===== src/rtl/core/scc_pkg.sv =====
package scc_pkg;

    // Default geometry and fixed field widths.
    localparam int SLOT_COUNT_DEF = 64;
    localparam int MAX_WB         = 64;
    localparam int WBCNT_W        = $clog2(MAX_WB + 1);
    localparam int SLOT_W         = 6;
    localparam int SECTOR_W       = 32;
    localparam int ACTION_W       = 2;

    // Result action codes.
    localparam logic [ACTION_W-1:0] ACT_HIT       = 2'd0;
    localparam logic [ACTION_W-1:0] ACT_FILL      = 2'd1;
    localparam logic [ACTION_W-1:0] ACT_WRITEBACK = 2'd2;

    // Controller states.
    typedef enum logic [3:0] {
        ST_IDLE,
        ST_SEARCH,
        ST_HIT,
        ST_VICTIM,
        ST_VCHECK,
        ST_VWB,
        ST_FILL,
        ST_FSCAN,
        ST_FGOT,
        ST_FLAST
    } t_state;

    // Source of the fields of an emitted result.
    typedef enum logic [1:0] {
        EM_HIT,
        EM_FILL,
        EM_VICTIM,
        EM_PEND
    } t_emit_sel;

    // Commands from the controller to the datapath.
    typedef struct packed {
        logic      load;
        logic      search;
        logic      set_hit;
        logic      set_free_slot;
        logic      victim_start;
        logic      victim_step;
        logic      victim_take;
        logic      rd_slot;
        logic      flush_step;
        logic      pend_load;
        logic      pend_clear;
        logic      hit_update;
        logic      fill;
        logic      wb_clean;
        logic      emit;
        t_emit_sel emit_sel;
        logic      last;
    } t_dp_cmd;

    // Status from the datapath to the controller.
    typedef struct packed {
        logic req_flush;
        logic hit;
        logic search_done;
        logic full;
        logic acc_cur;
        logic dirty_cur;
        logic dirty_slot;
        logic scan_end;
        logic pend_valid;
        logic out_free;
    } t_dp_status;

endpackage


===== src/rtl/core/sector_cache_second_chance.sv =====
// Directory of a fully associative sector cache with second-chance replacement.
// Input channel (i_valid / o_stall) carries one request: an access to
// i_sector (read or write by i_is_write) or, with i_req_type set, a flush.
// Output channel (o_valid / i_stall) carries results: hit, fill or writeback,
// each with a slot, a sector and o_last on the final result of a request.
// One request is worked on at a time; o_stall is high while it runs.
// The tag search reads the tag memory one slot per cycle; it ends at a hit or
// after the last filled slot. With all slots filled, a second-chance sweep from
// slot 0 clears the accessed flag of each slot it passes (up to SLOT_COUNT),
// takes the first slot found clear as the victim, checks it and writes it back if dirty.
// A flush walks the filled slots one per cycle, stopping at each dirty slot to
// write it back; a stalled receiver holds the walk at the next writeback.
// Results leave through an output register, so the next request can be taken
// while the final result of the previous one still waits.
// A stalled receiver holds the output register and pauses the work at the
// next result. Reset clears the fill count and the dirty and accessed flags;
// no request is taken in the cycle of reset and no clearing pass is needed.
module sector_cache_second_chance #(
    parameter int SLOT_COUNT = scc_pkg::SLOT_COUNT_DEF
) (
    input  logic                          i_clk,
    input  logic                          i_rst_n,
    input  logic                          i_valid,
    output logic                          o_stall,
    input  logic                          i_req_type,
    input  logic [scc_pkg::SECTOR_W-1:0]  i_sector,
    input  logic                          i_is_write,
    output logic                          o_valid,
    input  logic                          i_stall,
    output logic [scc_pkg::ACTION_W-1:0]  o_action,
    output logic [scc_pkg::SLOT_W-1:0]    o_slot,
    output logic [scc_pkg::SECTOR_W-1:0]  o_sector_out,
    output logic                          o_last
);

    scc_pkg::t_dp_cmd    cmd;
    scc_pkg::t_dp_status status;

    // Sequencer for search, victim sweep, fill and flush.
    scc_ctrl u_ctrl (
        .i_clk    (i_clk),
        .i_rst_n  (i_rst_n),
        .i_valid  (i_valid),
        .o_stall  (o_stall),
        .i_status (status),
        .o_cmd    (cmd)
    );

    // Tag memory, slot flags and output register.
    scc_datapath #(
        .SLOT_COUNT (SLOT_COUNT)
    ) u_datapath (
        .i_clk        (i_clk),
        .i_rst_n      (i_rst_n),
        .i_req_type   (i_req_type),
        .i_sector     (i_sector),
        .i_is_write   (i_is_write),
        .i_cmd        (cmd),
        .o_status     (status),
        .i_stall      (i_stall),
        .o_valid      (o_valid),
        .o_action     (o_action),
        .o_slot       (o_slot),
        .o_sector_out (o_sector_out),
        .o_last       (o_last)
    );

endmodule


===== src/rtl/core/scc_ctrl.sv =====
module scc_ctrl (
    input  logic                i_clk,
    input  logic                i_rst_n,
    input  logic                i_valid,
    output logic                o_stall,
    input  scc_pkg::t_dp_status i_status,
    output scc_pkg::t_dp_cmd    o_cmd
);

    scc_pkg::t_state r_state;
    scc_pkg::t_state n_state;

    // State register.
    always_ff @(posedge i_clk) begin
        if (!i_rst_n) begin
            r_state <= scc_pkg::ST_IDLE;
        end else begin
            r_state <= n_state;
        end
    end

    // Next state.
    always_comb begin
        n_state = r_state;
        case (r_state)
            scc_pkg::ST_IDLE: begin
                if (i_valid) begin
                    n_state = i_status.req_flush ? scc_pkg::ST_FSCAN : scc_pkg::ST_SEARCH;
                end
            end
            scc_pkg::ST_SEARCH: begin
                if (i_status.hit) begin
                    n_state = scc_pkg::ST_HIT;
                end else if (i_status.search_done) begin
                    n_state = i_status.full ? scc_pkg::ST_VICTIM : scc_pkg::ST_FILL;
                end
            end
            scc_pkg::ST_HIT: begin
                if (i_status.out_free) begin
                    n_state = scc_pkg::ST_IDLE;
                end
            end
            scc_pkg::ST_VICTIM: begin
                if (!i_status.acc_cur) begin
                    n_state = scc_pkg::ST_VCHECK;
                end
            end
            scc_pkg::ST_VCHECK: begin
                n_state = i_status.dirty_slot ? scc_pkg::ST_VWB : scc_pkg::ST_FILL;
            end
            scc_pkg::ST_VWB: begin
                if (i_status.out_free) begin
                    n_state = scc_pkg::ST_FILL;
                end
            end
            scc_pkg::ST_FILL: begin
                if (i_status.out_free) begin
                    n_state = scc_pkg::ST_IDLE;
                end
            end
            scc_pkg::ST_FSCAN: begin
                if (i_status.scan_end) begin
                    n_state = i_status.pend_valid ? scc_pkg::ST_FLAST : scc_pkg::ST_IDLE;
                end else if (i_status.dirty_cur) begin
                    n_state = scc_pkg::ST_FGOT;
                end
            end
            scc_pkg::ST_FGOT: begin
                if (!i_status.pend_valid || i_status.out_free) begin
                    n_state = scc_pkg::ST_FSCAN;
                end
            end
            scc_pkg::ST_FLAST: begin
                if (i_status.out_free) begin
                    n_state = scc_pkg::ST_IDLE;
                end
            end
            default: begin
                n_state = scc_pkg::ST_IDLE;
            end
        endcase
    end

    // Commands to the datapath.
    always_comb begin
        o_cmd          = '0;
        o_cmd.emit_sel = scc_pkg::EM_HIT;
        o_stall        = 1'b1;
        case (r_state)
            scc_pkg::ST_IDLE: begin
                // No item is taken while reset is held.
                o_stall    = !i_rst_n;
                o_cmd.load = i_valid && i_rst_n;
            end
            scc_pkg::ST_SEARCH: begin
                if (i_status.hit) begin
                    o_cmd.set_hit = 1'b1;
                end else begin
                    o_cmd.search = 1'b1;
                    if (i_status.search_done) begin
                        o_cmd.set_free_slot = !i_status.full;
                        o_cmd.victim_start  = i_status.full;
                    end
                end
            end
            scc_pkg::ST_HIT: begin
                if (i_status.out_free) begin
                    o_cmd.emit       = 1'b1;
                    o_cmd.emit_sel   = scc_pkg::EM_HIT;
                    o_cmd.hit_update = 1'b1;
                end
            end
            scc_pkg::ST_VICTIM: begin
                if (i_status.acc_cur) begin
                    o_cmd.victim_step = 1'b1;
                end else begin
                    o_cmd.victim_take = 1'b1;
                end
            end
            scc_pkg::ST_VCHECK: begin
                o_cmd.rd_slot = 1'b1;
            end
            scc_pkg::ST_VWB: begin
                if (i_status.out_free) begin
                    o_cmd.emit     = 1'b1;
                    o_cmd.emit_sel = scc_pkg::EM_VICTIM;
                    o_cmd.wb_clean = 1'b1;
                end
            end
            scc_pkg::ST_FILL: begin
                if (i_status.out_free) begin
                    o_cmd.emit     = 1'b1;
                    o_cmd.emit_sel = scc_pkg::EM_FILL;
                    o_cmd.fill     = 1'b1;
                end
            end
            scc_pkg::ST_FSCAN: begin
                o_cmd.flush_step = !i_status.scan_end;
            end
            scc_pkg::ST_FGOT: begin
                if (!i_status.pend_valid) begin
                    o_cmd.pend_load = 1'b1;
                end else if (i_status.out_free) begin
                    o_cmd.emit      = 1'b1;
                    o_cmd.emit_sel  = scc_pkg::EM_PEND;
                    o_cmd.pend_load = 1'b1;
                end
            end
            scc_pkg::ST_FLAST: begin
                if (i_status.out_free) begin
                    o_cmd.emit       = 1'b1;
                    o_cmd.emit_sel   = scc_pkg::EM_PEND;
                    o_cmd.last       = 1'b1;
                    o_cmd.pend_clear = 1'b1;
                end
            end
            default: begin
                o_stall = 1'b1;
            end
        endcase
    end

endmodule


===== src/rtl/core/scc_datapath.sv =====
module scc_datapath #(
    parameter int SLOT_COUNT = scc_pkg::SLOT_COUNT_DEF
) (
    input  logic                          i_clk,
    input  logic                          i_rst_n,
    input  logic                          i_req_type,
    input  logic [scc_pkg::SECTOR_W-1:0]  i_sector,
    input  logic                          i_is_write,
    input  scc_pkg::t_dp_cmd              i_cmd,
    output scc_pkg::t_dp_status           o_status,
    input  logic                          i_stall,
    output logic                          o_valid,
    output logic [scc_pkg::ACTION_W-1:0]  o_action,
    output logic [scc_pkg::SLOT_W-1:0]    o_slot,
    output logic [scc_pkg::SECTOR_W-1:0]  o_sector_out,
    output logic                          o_last
);

    localparam int IDX_W = $clog2(SLOT_COUNT);
    localparam int CNT_W = $clog2(SLOT_COUNT + 1);

    // Request, scan and slot registers.
    logic [scc_pkg::SECTOR_W-1:0] r_sector;
    logic                         r_wr;
    logic [CNT_W-1:0]             r_used;
    logic [CNT_W-1:0]             r_idx;
    logic [IDX_W-1:0]             r_slot;
    logic [IDX_W-1:0]             r_q_idx;
    logic                         r_q_live;
    logic [scc_pkg::SECTOR_W-1:0] r_tag_q;
    logic [scc_pkg::WBCNT_W-1:0]  r_wbcnt;
    logic                         r_pend_valid;
    logic [IDX_W-1:0]             r_pend_slot;
    logic [scc_pkg::SECTOR_W-1:0] r_pend_tag;
    logic [SLOT_COUNT-1:0]        r_dirty;
    logic [SLOT_COUNT-1:0]        r_accessed;
    logic [scc_pkg::SECTOR_W-1:0] r_tag_mem [SLOT_COUNT];

    // Output register.
    logic                         r_out_valid;
    logic                         n_out_valid;
    logic [scc_pkg::ACTION_W-1:0] r_out_action;
    logic [IDX_W-1:0]             r_out_slot;
    logic [scc_pkg::SECTOR_W-1:0] r_out_sector;
    logic                         r_out_last;

    logic [IDX_W-1:0]             idx;
    logic                         idx_lt_used;
    logic                         full;
    logic                         dirty_cur;
    logic                         rd_en;
    logic [IDX_W-1:0]             rd_addr;
    logic                         out_free;
    logic [scc_pkg::ACTION_W-1:0] em_action;
    logic [IDX_W-1:0]             em_slot;
    logic [scc_pkg::SECTOR_W-1:0] em_sector;
    logic                         em_last;
    logic [scc_pkg::SLOT_W+IDX_W-1:0] slot_ext;

    assign idx         = r_idx[IDX_W-1:0];
    assign idx_lt_used = (r_idx < r_used);
    assign full        = (r_used == CNT_W'(SLOT_COUNT));
    assign dirty_cur   = r_dirty[idx];
    assign out_free    = !r_out_valid || !i_stall;
    assign rd_en       = i_cmd.search || i_cmd.rd_slot || i_cmd.flush_step;
    assign rd_addr     = i_cmd.rd_slot ? r_slot : idx;

    // Status toward the controller.
    always_comb begin
        o_status.req_flush   = i_req_type;
        o_status.hit         = r_q_live && (r_tag_q == r_sector);
        o_status.search_done = !r_q_live && !idx_lt_used;
        o_status.full        = full;
        o_status.acc_cur     = r_accessed[idx];
        o_status.dirty_cur   = dirty_cur;
        o_status.dirty_slot  = r_dirty[r_slot];
        o_status.scan_end    = !idx_lt_used ||
                               (r_wbcnt == scc_pkg::WBCNT_W'(scc_pkg::MAX_WB));
        o_status.pend_valid  = r_pend_valid;
        o_status.out_free    = out_free;
    end

    // Tag memory: one write and one registered read per cycle.
    always_ff @(posedge i_clk) begin
        if (i_cmd.fill) begin
            r_tag_mem[r_slot] <= r_sector;
        end
        if (rd_en) begin
            r_tag_q <= r_tag_mem[rd_addr];
        end
    end

    // Payload registers.
    always_ff @(posedge i_clk) begin
        if (i_cmd.load) begin
            r_sector <= i_sector;
            r_wr     <= i_is_write;
        end
        if (i_cmd.search) begin
            r_q_idx <= idx;
        end
        if (i_cmd.set_hit) begin
            r_slot <= r_q_idx;
        end else if (i_cmd.set_free_slot) begin
            r_slot <= r_used[IDX_W-1:0];
        end else if (i_cmd.victim_take || (i_cmd.flush_step && dirty_cur)) begin
            r_slot <= idx;
        end
        if (i_cmd.pend_load) begin
            r_pend_slot <= r_slot;
            r_pend_tag  <= r_tag_q;
        end
        if (i_cmd.emit) begin
            r_out_action <= em_action;
            r_out_slot   <= em_slot;
            r_out_sector <= em_sector;
            r_out_last   <= em_last;
        end
    end

    // Control registers and per-slot flags.
    always_ff @(posedge i_clk) begin
        if (!i_rst_n) begin
            r_used       <= '0;
            r_idx        <= '0;
            r_q_live     <= 1'b0;
            r_wbcnt      <= '0;
            r_pend_valid <= 1'b0;
            r_dirty      <= '0;
            r_accessed   <= '0;
            r_out_valid  <= 1'b0;
        end else begin
            r_out_valid <= n_out_valid;
            r_q_live    <= i_cmd.search && idx_lt_used;

            if (i_cmd.fill && !full) begin
                r_used <= r_used + 1'b1;
            end

            // Scan index for the tag search, victim sweep and flush walk.
            if (i_cmd.load || i_cmd.victim_start) begin
                r_idx <= '0;
            end else if ((i_cmd.search && idx_lt_used) || i_cmd.flush_step) begin
                r_idx <= r_idx + 1'b1;
            end else if (i_cmd.victim_step) begin
                r_idx <= (r_idx == CNT_W'(SLOT_COUNT - 1)) ? '0 : r_idx + 1'b1;
            end

            if (i_cmd.load) begin
                r_wbcnt <= '0;
            end else if (i_cmd.flush_step && dirty_cur) begin
                r_wbcnt <= r_wbcnt + 1'b1;
            end

            if (i_cmd.load || i_cmd.pend_clear) begin
                r_pend_valid <= 1'b0;
            end else if (i_cmd.pend_load) begin
                r_pend_valid <= 1'b1;
            end

            // Dirty flags.
            if (i_cmd.hit_update && r_wr) begin
                r_dirty[r_slot] <= 1'b1;
            end
            if (i_cmd.fill) begin
                r_dirty[r_slot] <= r_wr;
            end
            if (i_cmd.wb_clean) begin
                r_dirty[r_slot] <= 1'b0;
            end
            if (i_cmd.flush_step && dirty_cur) begin
                r_dirty[idx] <= 1'b0;
            end

            // Accessed flags: set on use, cleared as the sweep passes.
            if (i_cmd.hit_update || i_cmd.fill) begin
                r_accessed[r_slot] <= 1'b1;
            end
            if (i_cmd.victim_step) begin
                r_accessed[idx] <= 1'b0;
            end
        end
    end

    // Output register holds until the receiver takes it.
    always_comb begin
        if (i_cmd.emit) begin
            n_out_valid = 1'b1;
        end else begin
            n_out_valid = r_out_valid && i_stall;
        end
    end

    // Fields of the result being emitted.
    always_comb begin
        case (i_cmd.emit_sel)
            scc_pkg::EM_FILL: begin
                em_action = scc_pkg::ACT_FILL;
                em_slot   = r_slot;
                em_sector = r_sector;
                em_last   = 1'b1;
            end
            scc_pkg::EM_VICTIM: begin
                em_action = scc_pkg::ACT_WRITEBACK;
                em_slot   = r_slot;
                em_sector = r_tag_q;
                em_last   = 1'b0;
            end
            scc_pkg::EM_PEND: begin
                em_action = scc_pkg::ACT_WRITEBACK;
                em_slot   = r_pend_slot;
                em_sector = r_pend_tag;
                em_last   = i_cmd.last;
            end
            default: begin
                em_action = scc_pkg::ACT_HIT;
                em_slot   = r_slot;
                em_sector = r_sector;
                em_last   = 1'b1;
            end
        endcase
    end

    // The slot port carries the low bits of the slot index.
    assign slot_ext     = {{scc_pkg::SLOT_W{1'b0}}, r_out_slot};
    assign o_valid      = r_out_valid;
    assign o_action     = r_out_action;
    assign o_slot       = slot_ext[scc_pkg::SLOT_W-1:0];
    assign o_sector_out = r_out_sector;
    assign o_last       = r_out_last;

endmodule


===== config.mk =====
export PLATFORM = sky130hd
export DESIGN_NAME = sector_cache_second_chance
export DESIGN_NICKNAME = d
export VERILOG_FILES = /design/src/rtl/core/scc_pkg.sv /design/src/rtl/core/sector_cache_second_chance.sv /design/src/rtl/core/scc_ctrl.sv /design/src/rtl/core/scc_datapath.sv
export SDC_FILE = /design/constraint.sdc
export NUM_CORES = 2
export LEC_CHECK = 0
export BUFFER_PORTS_ARGS = -buffer_cell sky130_fd_sc_hd__buf_2
export CORE_MARGIN = 5
export CORE_UTILIZATION = 45
export CTS_CLUSTER_SIZE = 20
export DETAILED_ROUTE_END_ITERATION = 10
export GPL_TIMING_DRIVEN = 0
export HOLD_SLACK_MARGIN = 0.1
export PLACE_DENSITY = 0.61
export SETUP_SLACK_MARGIN = 0.3
export SYNTH_ARGS = -nofsm -noshare
export SYNTH_HDL_FRONTEND = slang
export SYNTH_SLANG_ARGS = --single-unit

===== constraint.sdc =====
create_clock -name i_clk -period 9.8 [get_ports i_clk]
set_input_delay 1.96 -clock i_clk [delete_from_list [all_inputs] [get_ports i_clk]]
set_output_delay 1.96 -clock i_clk [all_outputs]
set_load 0.005 [all_outputs]

Word level (Yosys, flattened, before mapping)
Memories as Yosys holds them, arrays and structs flattened. A register that Yosys moved wholly into a read port is not among the register bits.
Index checks and enable logic that the tools add are counted.
- bits in registers: 280
- RAM bits: 2048
- bits of input ports: 38
- output and inout bits: 43
- word-level logic and storage cells: 172
- memories: 1
- add/sub/neg operators: 3
- magnitude comparators: 5
- equality and inequality tests: 23
- mux-type cells: 76
- bitwise gates (word level): 8
- reduce and logical (&&, ||, !) cells: 37
- memory list (name ; words ; bits a word ; rd ports ; clocked after memory_dff ; wr ports ; line ; text):
    u_datapath.r_tag_mem ; 64 ; 32 ; 1 ; 1 ; 1 ; scc_datapath.sv:37 ; logic [scc_pkg::SECTOR_W-1:0] r_tag_mem [SLOT_COUNT];
- operators by type and width (cell ; number):
    64-bit 2-to-1 mux ; 10
    64-bit AND ; 3
    64-bit NOT ; 2
    64-bit OR ; 2
    64-bit bitwise mux ; 1
    32-bit one-hot mux with 2 select lines ; 1
    4-bit 2-to-1 mux ; 13
    32-bit equality test ; 1
    4-bit one-hot mux with 8 select lines ; 1
    6-bit 2-to-1 mux ; 5
    1-bit 2-to-1 mux ; 24
    7-bit by 1-bit adder with 7-bit output, second input constant ; 3
    7-bit 2-to-1 mux ; 3
    1-bit binary-select mux with 6-bit select ; 3
    3-bit 2-to-1 mux ; 6
    4-bit by 3-bit equality test with 1-bit output, second input constant ; 4
    3-bit one-hot mux with 5 select lines ; 1
    7-bit equality test, second input constant ; 2
    6-bit by 7-bit less-than comparator with 1-bit output, second input constant ; 2
    1-bit demux with 6-bit select ; 2
    6-bit by 1-bit >= comparator with 1-bit output, second input constant ; 2
    1-bit logical AND ; 10
    1-bit logical OR ; 10
    4-bit by 2-bit equality test with 1-bit output, second input constant ; 2
    other kinds (21) ; 39

Logic depth before layout (Yosys ltp)
- depth after elaboration: 15
- gate-level depth with buffers: 12
- depth with buffers taken out: 9

By module
Synthesis repeated with hierarchy kept, for this count alone.
- cell total of the unflattened synthesis: 5900
- area, all modules: 94136.5 sq um
- by module, submodules not included (module ; times used ; cells an instance ; area an instance (sq um) ; seq. area each (sq um)):
    scc_datapath ; 1 ; 5811 ; 93498.4 ; 69226.4
    scc_ctrl ; 1 ; 89 ; 638.1 ; 80.1

Least setup slack after synthesis
OpenSTA, ideal clock, no wires.
- path kind: input to register
- start: in i_stall
- end: mem u_datapath.r_tag_mem[32][0] (netlist bit) (enable)
- library setup time: 0.421 ns
- data arrival time: 4.503 ns
- required time: 9.379 ns
- setup slack: 4.876 ns
- cell stages on the path: 6
- buffers on the path: 2
- path through: and2_0 nor3_1 nand2_1 clkbuf_1 buf_1 nor2_1
- word-level cells in the longest chain between the ends: 6
- ends and longest elaborated chain (element ; line ; text):
    start, declared ; sector_cache_second_chance.sv:29 ; input logic i_stall,
    1-bit zero test ; scc_datapath.sv:64 ; assign out_free = !r_out_valid || !i_stall;
    1-bit logical OR ; scc_datapath.sv:64 ;
    1-bit 2-to-1 mux ; scc_ctrl.sv:131 ; if (i_status.out_free) begin
    1-bit 2-to-1 mux ; scc_ctrl.sv:89 ; case (r_state)
    1-bit 2-to-1 mux ; scc_datapath.sv:85 ; if (i_cmd.fill) begin
    1-bit 2-to-1 mux (implied by the code) ; scc_datapath.sv:86 ; r_tag_mem[r_slot] <= r_sector;
    end, declared ; scc_datapath.sv:37 ;
No other way between the ends.

Worst setup path after layout
- start: reg u_datapath.r_idx[2]
- end: reg u_datapath.r_tag_q[30] (netlist bit), read port of u_datapath.r_tag_mem, data pin
- word-level cells in the longest chain between the ends: 6
- elaborated cells on any way between the ends: 7
- classes of those cells: 1 x order compare; 2 x mux; 4 x reduce/logical
- ends and longest elaborated chain (element ; line ; text):
    start, declared ; scc_datapath.sv:26 ; logic [CNT_W-1:0] r_idx;
    start signal, assigned ; scc_datapath.sv:144 ; r_idx <= r_idx + 1'b1;
    start signal, assigned ; scc_datapath.sv:146 ; r_idx <= (r_idx == CNT_W'(SLOT_COUNT - 1)) ? '0 : r_idx + 1'b1;
    7-bit less-than comparator ; scc_datapath.sv:61 ; assign idx_lt_used = (r_idx < r_used);
    1-bit zero test ; scc_datapath.sv:77 ; o_status.scan_end = !idx_lt_used ||
    1-bit logical OR ; scc_datapath.sv:77 ;
    1-bit zero test ; scc_ctrl.sv:138 ; o_cmd.flush_step = !i_status.scan_end;
    1-bit 2-to-1 mux ; scc_ctrl.sv:89 ;
    1-bit logical OR ; scc_datapath.sv:65 ; assign rd_en = i_cmd.search || i_cmd.rd_slot || i_cmd.flush_step;
    end, declared ; scc_datapath.sv:30 ; logic [scc_pkg::SECTOR_W-1:0] r_tag_q;
Several ways; a longest one is shown, not always the timed one.
A chain may end at the register's enable or synchronous reset.

==> flow_summary.ini <==
[outcome]
status = finished, violations left
violations = capacitance limit

[power_and_ir_drop]
internal_power_mw = 18.09
power.share.sequential = 0.455
powerDensity_nw_per_um2 = 227.8
power_leakage_nw = 43.05
switching_share = 0.2948
vdd_ir_drop_max_v = 0.0001940
p_sw_mw = 7.563
clockPowerShare = 0.350
power_frac_comb = 0.194

[sta]
hold_violations = 0
setup_viol = 0
period_minus_slack_ns = 6.809
worstMarginPinSlew_ns = 1.487
fin_skew_ns = 0.06178
fin_crit_sh = 0.6948
slew_headroom = 0.008470
slew_viol_final = 0
rsz0062_at_grt = false
fmax_ghz = 0.1469

[clock_tree]
cts_tree = done
cts_buffers = 236
hold_buffers = 0
cts_resized = 0
post_cts.repair.setup_buffers = 0
clockBufferDepth = 3
cts_htree_levels = 4
cts.clk_slew.worst_paths_ns = 0.06
cts.sinks = 2360
clock_latency_ns = 0.91
cts_root_buf = clkbuf_16

[layout]
layout_commonest_cell = edfxtp_1
nNetsFinal = 6395
layout_common_cells = edfxtp_1, mux2i_1, nand2_1
fin_util = 0.5315
syn2layout_area_growth_pct = 17.57
drive_above_1_share = 0.1460
finalNonFillerCells = 9379

[route]
final_antenna_net_count = 0
drc_errors = 0
viasPerCell = 6.329
routedWlPerCell_um = 36.96
route.vias.total = 59359
drt_pass1_iterations = 7
wl_mm = 346.7
drtIter0Drc = 8642

[logic_synthesis]
yosys_warnings = 0
synth.distinct_cells = 72
synth_top_family_by_area = multiplexers
synth-edff-count = 2204
ys_seq_area_frac = 0.7236
synthArstFlopShare = 0
synth_seq_cells = 2360
synth-xor-area-share = 0.003932
syn_avg_cell_area_um2 = 16.45
syn_nets = 5872
synth_compound_area_frac = 0.04865
synthAdderAreaFrac = 0.001437
synthMuxAreaShare = 0.1640
synth-simple-area-share = 0.04090
yosys_most_used_dff = edfxtp_1
synth_area_um2 = 95780
synthesis.instances = 5823

[place]
place_inst = 8928
dp_hpwl_mm = 245.0
place.gp.congestion = 0.9770
numPortBuffers = 79

[worst_hold_path]
min_path_type = flop to flop

[floorplan]
die_w_um = 471.4
initial_core_util = 0.4521
row_count = 169
die_h_um = 471.4
core_area_um2 = 211900
num_io_pins = 81
die-area_um2 = 222200

[global_route]
grt-ovfl-total = 0
grt_max_degree = 41
antenna_found_initial = 31
grt_pass1_vias = 56208
grt_pass1_wl_mm = 468.0
grt_usage = 0.3046

[job]
drv_cap = 1

[critical_path]
crit_fanout = 10
cp.arrival_ns = 7.36
end_kind = flop
start_kind = flop
critical_path_class = flop to flop
cp_data_required_time_ns = 10.35
r2r_setup_slack_ns = 2.99
==> metal layers <==
metal	part of all wire	vias to the layer above	global-route usage
li1	-	24113	-
met1	0.38	30528	0.4034
met2	0.45	3851	0.4685
met3	0.11	843	0.07156
met4	0.065	24	0.1625
met5	0.00049	-	0
==> metrics by stage <==
stage | hold WS, ns | setup WS, ns | area (um2) | power, mW | TNS [ns]
floorplan | 0.4206 | 4.876 | 95780 | 14.40 | 0
global placement | 0.4382 | -0.2341 | 99710 | 16.52 | -23.39
detailed placement | 0.4409 | 3.112 | 105000 | 16.78 | 0
CTS | 0.4464 | 3.411 | 112600 | 25.65 | 0
global route | 0.4699 | 3.261 | 112600 | 26.26 | 0
finish | 0.4469 | 2.991 | 112600 | 25.66 | 0
==> worst max-delay path, cell delays in order (launching register included) <==
cell and delay [ns]:
dfxtp_1 0.69, buf_2 0.52, inv_1 0.42, mux2i_1 0.23
clkbuf_1 0.79, clkbuf_1 1.01, buf_1 1.09, mux2i_1 0.59
o32ai_1 0.32, or4_1 0.76
==> worst paths after layout <==
kind | start | depth (start not counted) | endpoint
max | u_datapath.r_idx[2] | 9 | u_datapath.r_tag_q[30]
min | u_datapath.r_slot[0] | 0 | u_datapath.r_pend_slot[0]
max reg2reg | u_datapath.r_idx[2] | 9 | u_datapath.r_tag_q[30]
min reg2reg | u_datapath.r_slot[0] | 0 | u_datapath.r_pend_slot[0]
==> registers in the layout, indices dropped and copies added (netlist names), 2 cells and up <==
signal / cells
u_datapath.o_slot: 6
u_datapath.r_sector: 32
u_datapath.r_dirty: 64
u_datapath.r_tag_q: 32
u_datapath.r_pend_tag: 32
u_datapath.r_q_idx: 6
u_datapath.r_used: 7
u_datapath.r_tag_mem: 2048
u_datapath.o_sector_out: 32
u_datapath.r_pend_slot: 6
u_datapath.r_accessed: 64
u_datapath.o_action: 2
u_datapath.r_slot: 6
u_datapath.r_wbcnt: 7
u_ctrl.r_state: 4
u_datapath.r_idx: 7
==> cells in the mapped netlist, types with 21 or more instances <==
master / instances / area (um2)
edfxtp_1: 2204 / 66180
mux2i_1: 1341 / 13420
nand2_1: 371 / 1393
nor2_1: 249 / 934.7
clkbuf_1: 189 / 709.4
dfxtp_1: 156 / 3123
a31oi_1: 142 / 888.4
buf_2: 132 / 660.6
o21ai_0: 110 / 550.5
nand3_1: 96 / 480.5
mux4_2: 93 / 2095
o22ai_1: 79 / 494.2
o221ai_1: 65 / 569.3
a21oi_1: 64 / 320.3
a221oi_1: 58 / 508.0
a22oi_1: 54 / 405.4
buf_1: 45 / 168.9
xnor2_1: 35 / 306.5
or4_1: 25 / 187.7
inv_1: 21 / 78.83
==> final cells by class <==
type	count	area, um2
inverters	23	86.33
clock inverters	139	1411
clock buffers	302	6195
repair buffers	285	5100
multi-input cells	3067	25360
plain buffers	373	1600
diodes	9	22.52
well taps	2821	3530
fillers	17052	99270
flip-flops and latches	2360	69310
==> power by group through the flow <==
stage          clock, mW  sequential [mW]  combinational (mW)
2_1_floorplan          0             11.9                2.46
3_3_place_gp           0             12.2                4.33
3_5_place_dp           0             11.9                4.89
4_1_cts             9.05             11.7                4.91
5_1_grt             9.47             11.7                5.09
6_report            8.98             11.7                4.99
==> kinds of logic after synthesis <==
| family | Yosys count |
|---|---|
| xor gates and xnor gates | 43 |
| adders and majority gates | 11 |
| AOI/OAI and AO/OA | 684 |
| DFF | 2360 |
| buffers and inverters | 396 |
| muxes | 1451 |
| and+or+nand+nor | 878 |
Note: power is estimated with default switching activity, not from simulation.
